[src/hdl/bmh_pkg.sv]
// Shared types and constants for the binary max-heap priority queue.
package bmh_pkg;

  localparam int unsigned DefaultDepth = 32;

  typedef enum logic [2:0] {
    MODE_INSERT   = 3'd0,
    MODE_EXTRACT  = 3'd1,
    MODE_INCREASE = 3'd2,
    MODE_DECREASE = 3'd3,
    MODE_DELETE   = 3'd4
  } mode_e;

  typedef enum logic [2:0] {
    ST_OK     = 3'd0,
    ST_EMPTY  = 3'd1,
    ST_FULL   = 3'd2,
    ST_INDEX  = 3'd3,
    ST_REJECT = 3'd4
  } status_e;

  typedef struct packed {
    logic [2:0]         mode;
    logic signed [31:0] key;
    logic [4:0]         index;
  } req_t;

  typedef struct packed {
    logic signed [31:0] value;
    logic [2:0]         status;
    logic [5:0]         count;
  } rsp_t;

endpackage

[src/hdl/bmh_front.sv]
// Request intake: a two-entry queue that holds requests until the heap engine takes them.
module bmh_front (
  input  logic          clk_i,
  input  logic          rst_ni,
  input  logic          req_valid_i,
  output logic          req_stall_o,
  input  bmh_pkg::req_t req_i,
  output logic          fifo_valid_o,
  input  logic          fifo_pop_i,
  output bmh_pkg::req_t fifo_req_o
);

  bmh_pkg::req_t slot_q [2];
  logic          rd_q, rd_d, wr_q, wr_d;
  logic [1:0]    cnt_q, cnt_d;
  logic          push, pop;

  assign req_stall_o  = (cnt_q == 2'd2);
  assign push         = req_valid_i && !req_stall_o;
  assign pop          = fifo_pop_i && (cnt_q != 2'd0);
  assign fifo_valid_o = (cnt_q != 2'd0);
  assign fifo_req_o   = slot_q[rd_q];

  always_comb begin
    rd_d  = pop ? ~rd_q : rd_q;
    wr_d  = push ? ~wr_q : wr_q;
    cnt_d = cnt_q + {1'b0, push} - {1'b0, pop};
  end

  always_ff @(posedge clk_i or negedge rst_ni) begin
    if (!rst_ni) begin
      rd_q  <= 1'b0;
      wr_q  <= 1'b0;
      cnt_q <= 2'd0;
    end else begin
      rd_q  <= rd_d;
      wr_q  <= wr_d;
      cnt_q <= cnt_d;
    end
  end

  always_ff @(posedge clk_i) begin
    if (push) begin
      slot_q[wr_q] <= req_i;
    end
  end

endmodule

[src/hdl/bmh_engine.sv]
// Heap engine: memory, entry count and sift sequencer for one request at a time.
module bmh_engine #(
  parameter int unsigned DEPTH = bmh_pkg::DefaultDepth
) (
  input  logic          clk_i,
  input  logic          rst_ni,
  input  logic          req_valid_i,
  output logic          req_pop_o,
  input  bmh_pkg::req_t req_i,
  output logic          rsp_valid_o,
  input  logic          rsp_stall_i,
  output bmh_pkg::rsp_t rsp_o
);

  localparam int unsigned AW = (DEPTH > 1) ? $clog2(DEPTH) : 1;
  localparam int unsigned CW = $clog2(DEPTH + 1);

  typedef enum logic [10:0] {
    S_IDLE  = 11'b00000000001,
    S_RD0   = 11'b00000000010,
    S_CHK   = 11'b00000000100,
    S_MOVE  = 11'b00000001000,
    S_UPRD  = 11'b00000010000,
    S_UPCMP = 11'b00000100000,
    S_DNRD  = 11'b00001000000,
    S_DNR   = 11'b00010000000,
    S_DNCMP = 11'b00100000000,
    S_SWAP  = 11'b01000000000,
    S_DONE  = 11'b10000000000
  } state_e;

  state_e state_q, state_d;

  logic signed [31:0] mem_q [DEPTH];
  logic signed [31:0] rdata_q;
  logic [AW-1:0]      raddr;
  logic               rd_en;
  logic [AW-1:0]      waddr;
  logic signed [31:0] wdata;
  logic               we;

  logic [CW-1:0]      cnt_q, cnt_d;
  bmh_pkg::req_t      cur_q, cur_d;
  logic [AW-1:0]      pos_q, pos_d;
  logic [AW-1:0]      oth_q, oth_d;
  logic signed [31:0] pv_q, pv_d;
  logic signed [31:0] bv_q, bv_d;
  logic [AW-1:0]      ba_q, ba_d;
  logic               both_q, both_d;
  logic               out_v_q, out_v_d;
  bmh_pkg::rsp_t      out_q, out_d;

  logic [CW:0]  lft, rgt;
  logic         idx_ok;

  assign lft       = (CW+1)'({pos_q, 1'b1});
  assign rgt       = (CW+1)'({pos_q, 1'b0}) + (CW+1)'(2);
  assign idx_ok    = ({{CW{1'b0}}, cur_q.index} < {5'd0, cnt_q});
  assign req_pop_o = (state_q == S_IDLE) && req_valid_i && !out_v_q;
  assign rsp_valid_o = out_v_q;
  assign rsp_o     = out_q;

  always_comb begin
    state_d = state_q;
    cnt_d   = cnt_q;
    cur_d   = cur_q;
    pos_d   = pos_q;
    oth_d   = oth_q;
    pv_d    = pv_q;
    bv_d    = bv_q;
    ba_d    = ba_q;
    both_d  = both_q;
    out_v_d = out_v_q && rsp_stall_i;
    out_d   = out_q;
    raddr   = '0;
    rd_en   = 1'b0;
    waddr   = '0;
    wdata   = '0;
    we      = 1'b0;
    case (state_q)
      S_IDLE: begin
        if (req_pop_o) begin
          cur_d        = req_i;
          out_d.value  = '0;
          out_d.status = bmh_pkg::ST_OK;
          state_d      = S_CHK;
        end
      end
      S_CHK: begin
        case (cur_q.mode)
          bmh_pkg::MODE_INSERT: begin
            if (cnt_q == CW'(DEPTH)) begin
              out_d.status = bmh_pkg::ST_FULL;
              state_d      = S_DONE;
            end else begin
              waddr   = cnt_q[AW-1:0];
              wdata   = cur_q.key;
              we      = 1'b1;
              pos_d   = cnt_q[AW-1:0];
              pv_d    = cur_q.key;
              cnt_d   = cnt_q + CW'(1);
              both_d  = 1'b0;
              state_d = S_UPRD;
            end
          end
          bmh_pkg::MODE_EXTRACT, bmh_pkg::MODE_INCREASE,
          bmh_pkg::MODE_DECREASE, bmh_pkg::MODE_DELETE: begin
            if (cnt_q == '0) begin
              out_d.status = bmh_pkg::ST_EMPTY;
              state_d      = S_DONE;
            end else if (cur_q.mode != bmh_pkg::MODE_EXTRACT && !idx_ok) begin
              out_d.status = bmh_pkg::ST_INDEX;
              state_d      = S_DONE;
            end else begin
              pos_d   = (cur_q.mode == bmh_pkg::MODE_EXTRACT) ? '0 : AW'(cur_q.index);
              raddr   = (cur_q.mode == bmh_pkg::MODE_EXTRACT) ? '0 : AW'(cur_q.index);
              rd_en   = 1'b1;
              state_d = S_RD0;
            end
          end
          default: state_d = S_DONE;
        endcase
      end
      S_RD0: begin
        case (cur_q.mode)
          bmh_pkg::MODE_INCREASE: begin
            if (rdata_q > cur_q.key) begin
              out_d.status = bmh_pkg::ST_REJECT;
              state_d      = S_DONE;
            end else begin
              waddr = pos_q; wdata = cur_q.key; we = 1'b1;
              pv_d = cur_q.key; both_d = 1'b0; state_d = S_UPRD;
            end
          end
          bmh_pkg::MODE_DECREASE: begin
            if (rdata_q < cur_q.key) begin
              out_d.status = bmh_pkg::ST_REJECT;
              state_d      = S_DONE;
            end else begin
              waddr = pos_q; wdata = cur_q.key; we = 1'b1;
              pv_d = cur_q.key; state_d = S_DNRD;
            end
          end
          default: begin
            out_d.value = rdata_q;
            cnt_d       = cnt_q - CW'(1);
            raddr       = cnt_d[AW-1:0];
            rd_en       = 1'b1;
            if (CW'(pos_q) == cnt_d) begin
              state_d = S_DONE;
            end else begin
              state_d = S_MOVE;
            end
          end
        endcase
      end
      S_MOVE: begin
        waddr  = pos_q; wdata = rdata_q; we = 1'b1;
        pv_d   = rdata_q;
        both_d = (cur_q.mode == bmh_pkg::MODE_DELETE);
        oth_d  = pos_q;
        state_d = (cur_q.mode == bmh_pkg::MODE_DELETE) ? S_UPRD : S_DNRD;
      end
      S_UPRD: begin
        if (pos_q == '0) begin
          state_d = both_q ? S_DNRD : S_DONE;
          pos_d   = both_q ? oth_q : pos_q;
        end else begin
          raddr   = (pos_q - AW'(1)) >> 1;
          rd_en   = 1'b1;
          state_d = S_UPCMP;
        end
      end
      S_UPCMP: begin
        if (rdata_q >= pv_q) begin
          state_d = both_q ? S_DNRD : S_DONE;
          pos_d   = both_q ? oth_q : pos_q;
        end else begin
          waddr   = pos_q; wdata = rdata_q; we = 1'b1;
          ba_d    = (pos_q - AW'(1)) >> 1;
          pos_d   = (pos_q - AW'(1)) >> 1;
          oth_d   = (pos_q - AW'(1)) >> 1;
          both_d  = 1'b0;
          state_d = S_SWAP;
        end
      end
      S_DNRD: begin
        if (lft < {1'b0, cnt_q}) begin
          raddr   = lft[AW-1:0];
          rd_en   = 1'b1;
          state_d = S_DNR;
        end else begin
          state_d = S_DONE;
        end
      end
      S_DNR: begin
        bv_d = pv_q; ba_d = pos_q;
        if (rdata_q > pv_q) begin
          bv_d = rdata_q; ba_d = lft[AW-1:0];
        end
        if (rgt < {1'b0, cnt_q}) begin
          raddr   = rgt[AW-1:0];
          rd_en   = 1'b1;
          state_d = S_DNCMP;
        end else begin
          state_d = S_DNCMP;
        end
      end
      S_DNCMP: begin
        if (rgt < {1'b0, cnt_q} && rdata_q > bv_q) begin
          bv_d = rdata_q; ba_d = rgt[AW-1:0];
        end
        if ((rgt < {1'b0, cnt_q} && rdata_q > bv_q) || ba_q != pos_q) begin
          waddr   = pos_q;
          wdata   = (rgt < {1'b0, cnt_q} && rdata_q > bv_q) ? rdata_q : bv_q;
          we      = 1'b1;
          pos_d   = (rgt < {1'b0, cnt_q} && rdata_q > bv_q) ? rgt[AW-1:0] : ba_q;
          oth_d   = pos_q;
          state_d = S_SWAP;
        end else begin
          state_d = S_DONE;
        end
      end
      S_SWAP: begin
        waddr = pos_q; wdata = pv_q; we = 1'b1;
        state_d = (ba_q == pos_q && oth_q != pos_q) ? S_DNRD : S_UPRD;
        if (bv_q == pv_q && ba_q == pos_q) state_d = S_UPRD;
      end
      S_DONE: begin
        if (!out_v_q || !rsp_stall_i) begin
          out_v_d     = 1'b1;
          out_d.count = 6'(cnt_q);
          state_d     = S_IDLE;
        end
      end
      default: state_d = S_IDLE;
    endcase
  end

  always_ff @(posedge clk_i or negedge rst_ni) begin
    if (!rst_ni) begin
      state_q <= S_IDLE;
      cnt_q   <= '0;
      out_v_q <= 1'b0;
    end else begin
      state_q <= state_d;
      cnt_q   <= cnt_d;
      out_v_q <= out_v_d;
    end
  end

  always_ff @(posedge clk_i) begin
    cur_q  <= cur_d;
    pos_q  <= pos_d;
    oth_q  <= oth_d;
    pv_q   <= pv_d;
    bv_q   <= bv_d;
    ba_q   <= ba_d;
    both_q <= both_d;
    out_q  <= out_d;
    if (we) begin
      mem_q[waddr] <= wdata;
    end
    if (rd_en) begin
      rdata_q <= (we && waddr == raddr) ? wdata : mem_q[raddr];
    end
  end

endmodule

[src/hdl/binary_max_heap_priority_queue_core.sv]
// Top level of the binary max-heap priority queue.
//
// Requests enter on req_valid_i / req_stall_o with a req_t payload (mode,
// key, index). Each request yields exactly one response on rsp_valid_o /
// rsp_stall_i carrying value, status and the entry count afterwards.
// A two-entry request queue takes requests while the engine works, so the
// sender sees a stall only once two requests wait.
// The engine handles one request at a time in a single-port memory of
// DEPTH keys: S_CHK and S_RD0 for checks and the first read, S_MOVE to
// move the last entry for extract or delete, then S_UPRD, S_UPCMP and
// S_SWAP per level of a sift up and S_DNRD, S_DNR, S_DNCMP and S_SWAP per
// level of a sift down. Delete first tries a sift up and sifts down only
// if the entry did not move up.
// The engine takes the next request only after its response is accepted.
// Reset empties the heap and the queue; memory contents are not cleared.
// While rsp_stall_i is high the response is held and the engine waits.
module binary_max_heap_priority_queue_core #(
  parameter int unsigned DEPTH = bmh_pkg::DefaultDepth
) (
  input  logic          clk_i,
  input  logic          rst_ni,
  input  logic          req_valid_i,
  output logic          req_stall_o,
  input  bmh_pkg::req_t req_i,
  output logic          rsp_valid_o,
  input  logic          rsp_stall_i,
  output bmh_pkg::rsp_t rsp_o
);

  logic          q_valid;
  logic          q_pop;
  bmh_pkg::req_t q_req;

  bmh_front u_front (
    .clk_i        (clk_i),
    .rst_ni       (rst_ni),
    .req_valid_i  (req_valid_i),
    .req_stall_o  (req_stall_o),
    .req_i        (req_i),
    .fifo_valid_o (q_valid),
    .fifo_pop_i   (q_pop),
    .fifo_req_o   (q_req)
  );

  bmh_engine #(.DEPTH(DEPTH)) u_engine (
    .clk_i       (clk_i),
    .rst_ni      (rst_ni),
    .req_valid_i (q_valid),
    .req_pop_o   (q_pop),
    .req_i       (q_req),
    .rsp_valid_o (rsp_valid_o),
    .rsp_stall_i (rsp_stall_i),
    .rsp_o       (rsp_o)
  );

endmodule

[config.mk]
export PLATFORM = sky130hd
export DESIGN_NAME = binary_max_heap_priority_queue_core
export DESIGN_NICKNAME = d
export VERILOG_FILES = /design/src/hdl/bmh_pkg.sv /design/src/hdl/bmh_front.sv /design/src/hdl/bmh_engine.sv /design/src/hdl/binary_max_heap_priority_queue_core.sv
export SDC_FILE = /design/constraint.sdc
export NUM_CORES = 2
export LEC_CHECK = 0
export BUFFER_PORTS_ARGS = -buffer_cell sky130_fd_sc_hd__buf_2
export CAP_MARGIN = 0
export CORE_MARGIN = 2
export CORE_UTILIZATION = 40
export CTS_CLUSTER_DIAMETER = 40
export CTS_CLUSTER_SIZE = 40
export DETAILED_ROUTE_END_ITERATION = 7
export SLEW_MARGIN = 20
export SYNTH_ARGS = -nofsm -noshare
export SYNTH_HDL_FRONTEND = slang
export SYNTH_SLANG_ARGS = --single-unit
export TNS_END_PERCENT = 20
[constraint.sdc]
create_clock -name clk_i -period 6.82 [get_ports clk_i]
set_clock_uncertainty 0.1 [all_clocks]
set_input_delay 1.364 -clock clk_i [delete_from_list [all_inputs] [get_ports clk_i]]
set_output_delay 1.364 -clock clk_i [all_outputs]
set_load 0.02 [all_outputs]
==> results.md <==
- DRC: 10
- Synth-to-Final Area Change: 16.2%
- Clk_lat worst skew: approximately 800 ps
- Die W: 379 um
- Wire length per cell: ~25 um
- Global route overflow: 0
- Synth Warn #: 0
- Clock Sink Count: between 1000 and 1500
- Hold buffer count at CTS: 0
- VDD IR max: 0.000365 V
- Die H: between 300 and 400 um
- Seq/Total Area, Yosys: 70.3%
- Period utilization: between 80% and 90%
- Via count: around 37000
- Resized cells post-CTS: 0
- Clock transition at the registers of the reported paths: about 60 ps
- Die area: 0.144 mm2
- Kind of critical path: register to register
- Final Power: around 23000 uW
- PD cells: 357 mW/mm2
- TritonCTS clock tree: done
- EDFF count, synth: 1297
- Vias in the first global route: 35600
- Syn_nets: 4369
- Failing checks: design-rule violations
- Share of cells above drive strength 1: 14.1%
- Layout Utilization: 46.8%
- Detailed Place HPWL: 96200 um
- Setup slack, reg-to-reg: 870 ps
- Flops & latches, synth: 1319
- Cts bufs inserted: 156
- DR pass1 iterations: 8
- Final hold violations: 0
- Most used DFF post-synth: edfxtp_1
- Clock Tree Root: clkbuf_16
- Req. time, crit path: between 7000 and 8000 ps
- Final slew viol count: 0
- Initial antenna violation count: 3
- Worst rel slew slack: 27.5%
- # IOs: just under 90
- Post-synth cell types: 72
- Antenna Nets Post-Route: 0
- Critical path peak fanout: 17
- CP Data Arrival Time: 6340 ps
- Crit path time final: 5950 ps
- Status: finished, violations left
- CP Launch Type: register
- Port-buffer cells: 86
- Synth Cell Area: 0.0562 mm2
- DRT iter0 DRCs: 4770
- Largest net degree at the start of global routing: 97
- Setup-failing EPs final: 0
- HP Class: register to register
- Worst-Margin Slew: 1090 ps
- Fmax: 168 MHz
- FILL cells: about 12000
- Post-synth ARST share: 1.67%
- Htree depth: 4
- # diodes: 0
- Post-layout net count: about 4500
- RSZ-0062 raised after global routing: false
- First-pass GRT wire length: approximately 240000 um
- Max clock buf depth: 3
- Element type at the critical path end: register
- Core area: 0.140 mm2
- GRT Util Overall: 22.0%
- Placer Congestion: 0.912
- Post-CTS Setup Inserts: 0
- Max_cap viols: 0
- Initial Util: 40.3%
- Cells after Synth: roughly 4200
- Fin Setup TNS: 0 ps
- Routed vias/inst: 5.78
- Rows: 137
- Final wirelength: ~160000 um
- Leak pwr: 0.0237 uW
- Avg Cell Area, Syn: approximately 13 um2
[layer usage]
metal  vias to the layer above  part of all wire (%)  GRT usage, %
li1                      16400                     -             -
met2                      1582                    45          33.9
met1                     18500                    44          31.6
met4                         2                   2.6          7.08
met3                       249                   8.1          3.77
met5                         -                0.0082             0
[through the flow]
stage / hold WS (ps) / worst slack (ps) / cell area, um2 / cells
3_5_place_dp: 435 / 1040 / 59600 / 6066
4_1_cts: 447 / 1030 / 65300 / 6353
2_1_floorplan: 323 / 1520 / 56200 / 4207
5_1_grt: 450 / 674 / 65300 / 6353
6_report: 446 / 871 / 65300 / 6353
3_3_place_gp: 424 / 1090 / 59600 / 6066
[critical path, cell delays in order (launching register included)]
cell and delay [ps]:
edfxtp_1 770, inv_1 320, ha_1 470, ha_1 300, o21ai_0 80, a21oi_1 200, nor2_1 200, o31ai_1 210
o21bai_1 230, a2111oi_4 760, o32ai_1 220, buf_4 210, or3_1 650, nor2_4 640, buf_12 240
[kinds of logic (layout without fill, tap and decap cells)]
family	count (synthesis)	in the layout	share of synthesized area, %
buf+inv	384	654	2.91
mux	46	46	0.912
compound gates	1363	1363	14.7
fa+ha+maj	118	118	2.63
xor+xnor	69	69	1.07
flops	1319	1319	70.3
simple gates	908	908	7.50
[cells in the mapped netlist, types with 36 or more instances]
cell type	n	area [um2]
xor2_1	42	368
o22ai_1	101	632
ha_1	118	1480
nor3_1	52	260
a21oi_1	693	3470
o21ai_0	106	531
mux2_2	42	473
and3_1	101	632
buf_2	109	546
nand3_1	41	205
a211oi_1	100	751
nand2_1	420	1580
nor2_1	151	567
inv_1	127	477
a21o_1	192	1440
and2_1	36	225
clkbuf_1	106	398
edfxtp_1	1297	38900
[cell type report]
class                      instances  area, um2  share of cell area [%]
clock buffer                     170       4080                    6.25
clock inverter                   117       1610                    2.46
inverter                         127        477                   0.730
multi-input combinational       2504      15500                    23.7
sequential                      1319      39500                    60.5
tap                             1876       2350                    3.59
timing repair buffer             240       1860                    2.85
[flip-flops by register name (all words and copies together), names as in the netlist]
| name | count |
|---|---|
| u_engine.mem_q | 1024 |
| u_front.slot_q | 80 |
| u_engine.rsp_o | 41 |
| u_engine.cur_q | 40 |
| u_engine.bv_q | 32 |
| u_engine.pv_q | 32 |
| u_engine.rdata_q | 32 |
| u_engine.state_q | 11 |
| u_engine.cnt_q | 6 |
| u_engine.ba_q | 5 |
| u_engine.oth_q | 5 |
| u_engine.pos_q | 5 |
| u_front.cnt_q | 2 |
| u_engine.both_q | 1 |
| u_engine.rsp_valid_o | 1 |
| u_front.rd_q | 1 |
| u_front.wr_q | 1 |
[final timing paths]
check,startpoint,endpoint,depth (start not counted)
setup / recovery,u_engine.pos_q[0],u_engine.mem_q[19][3],14
hold / removal,u_front.slot_q[1][2],u_engine.cur_q[2],1
setup reg to reg,u_engine.pos_q[0],u_engine.mem_q[19][3],14
hold reg to reg,u_front.slot_q[1][2],u_engine.cur_q[2],1
max in group asynchronous,rst_ni,u_front.rd_q,1
min in group asynchronous,rst_ni,u_engine.cnt_q[3],1
[cells in the final DEF (no fill, tap or decap), types with 106 or more instances in the layout]
master | netlist | final
a21o_1 | 192 | 192
nor2_1 | 151 | 117
edfxtp_1 | 1297 | 1297
clkbuf_16 | 0 | 162
ha_1 | 118 | 118
buf_4 | 9 | 132
a21oi_1 | 693 | 693
o21ai_0 | 106 | 106
nand2_1 | 420 | 414
inv_1 | 127 | 127
[power breakdown]
part           internal (uW)  switching [uW]  total, uW
clock network           5280            3730       9020
logic                   1330            2810       4140
registers               9700             451      10100
total                  16300            7000      23300
No activity file was read; power rests on OpenSTA's default activity.
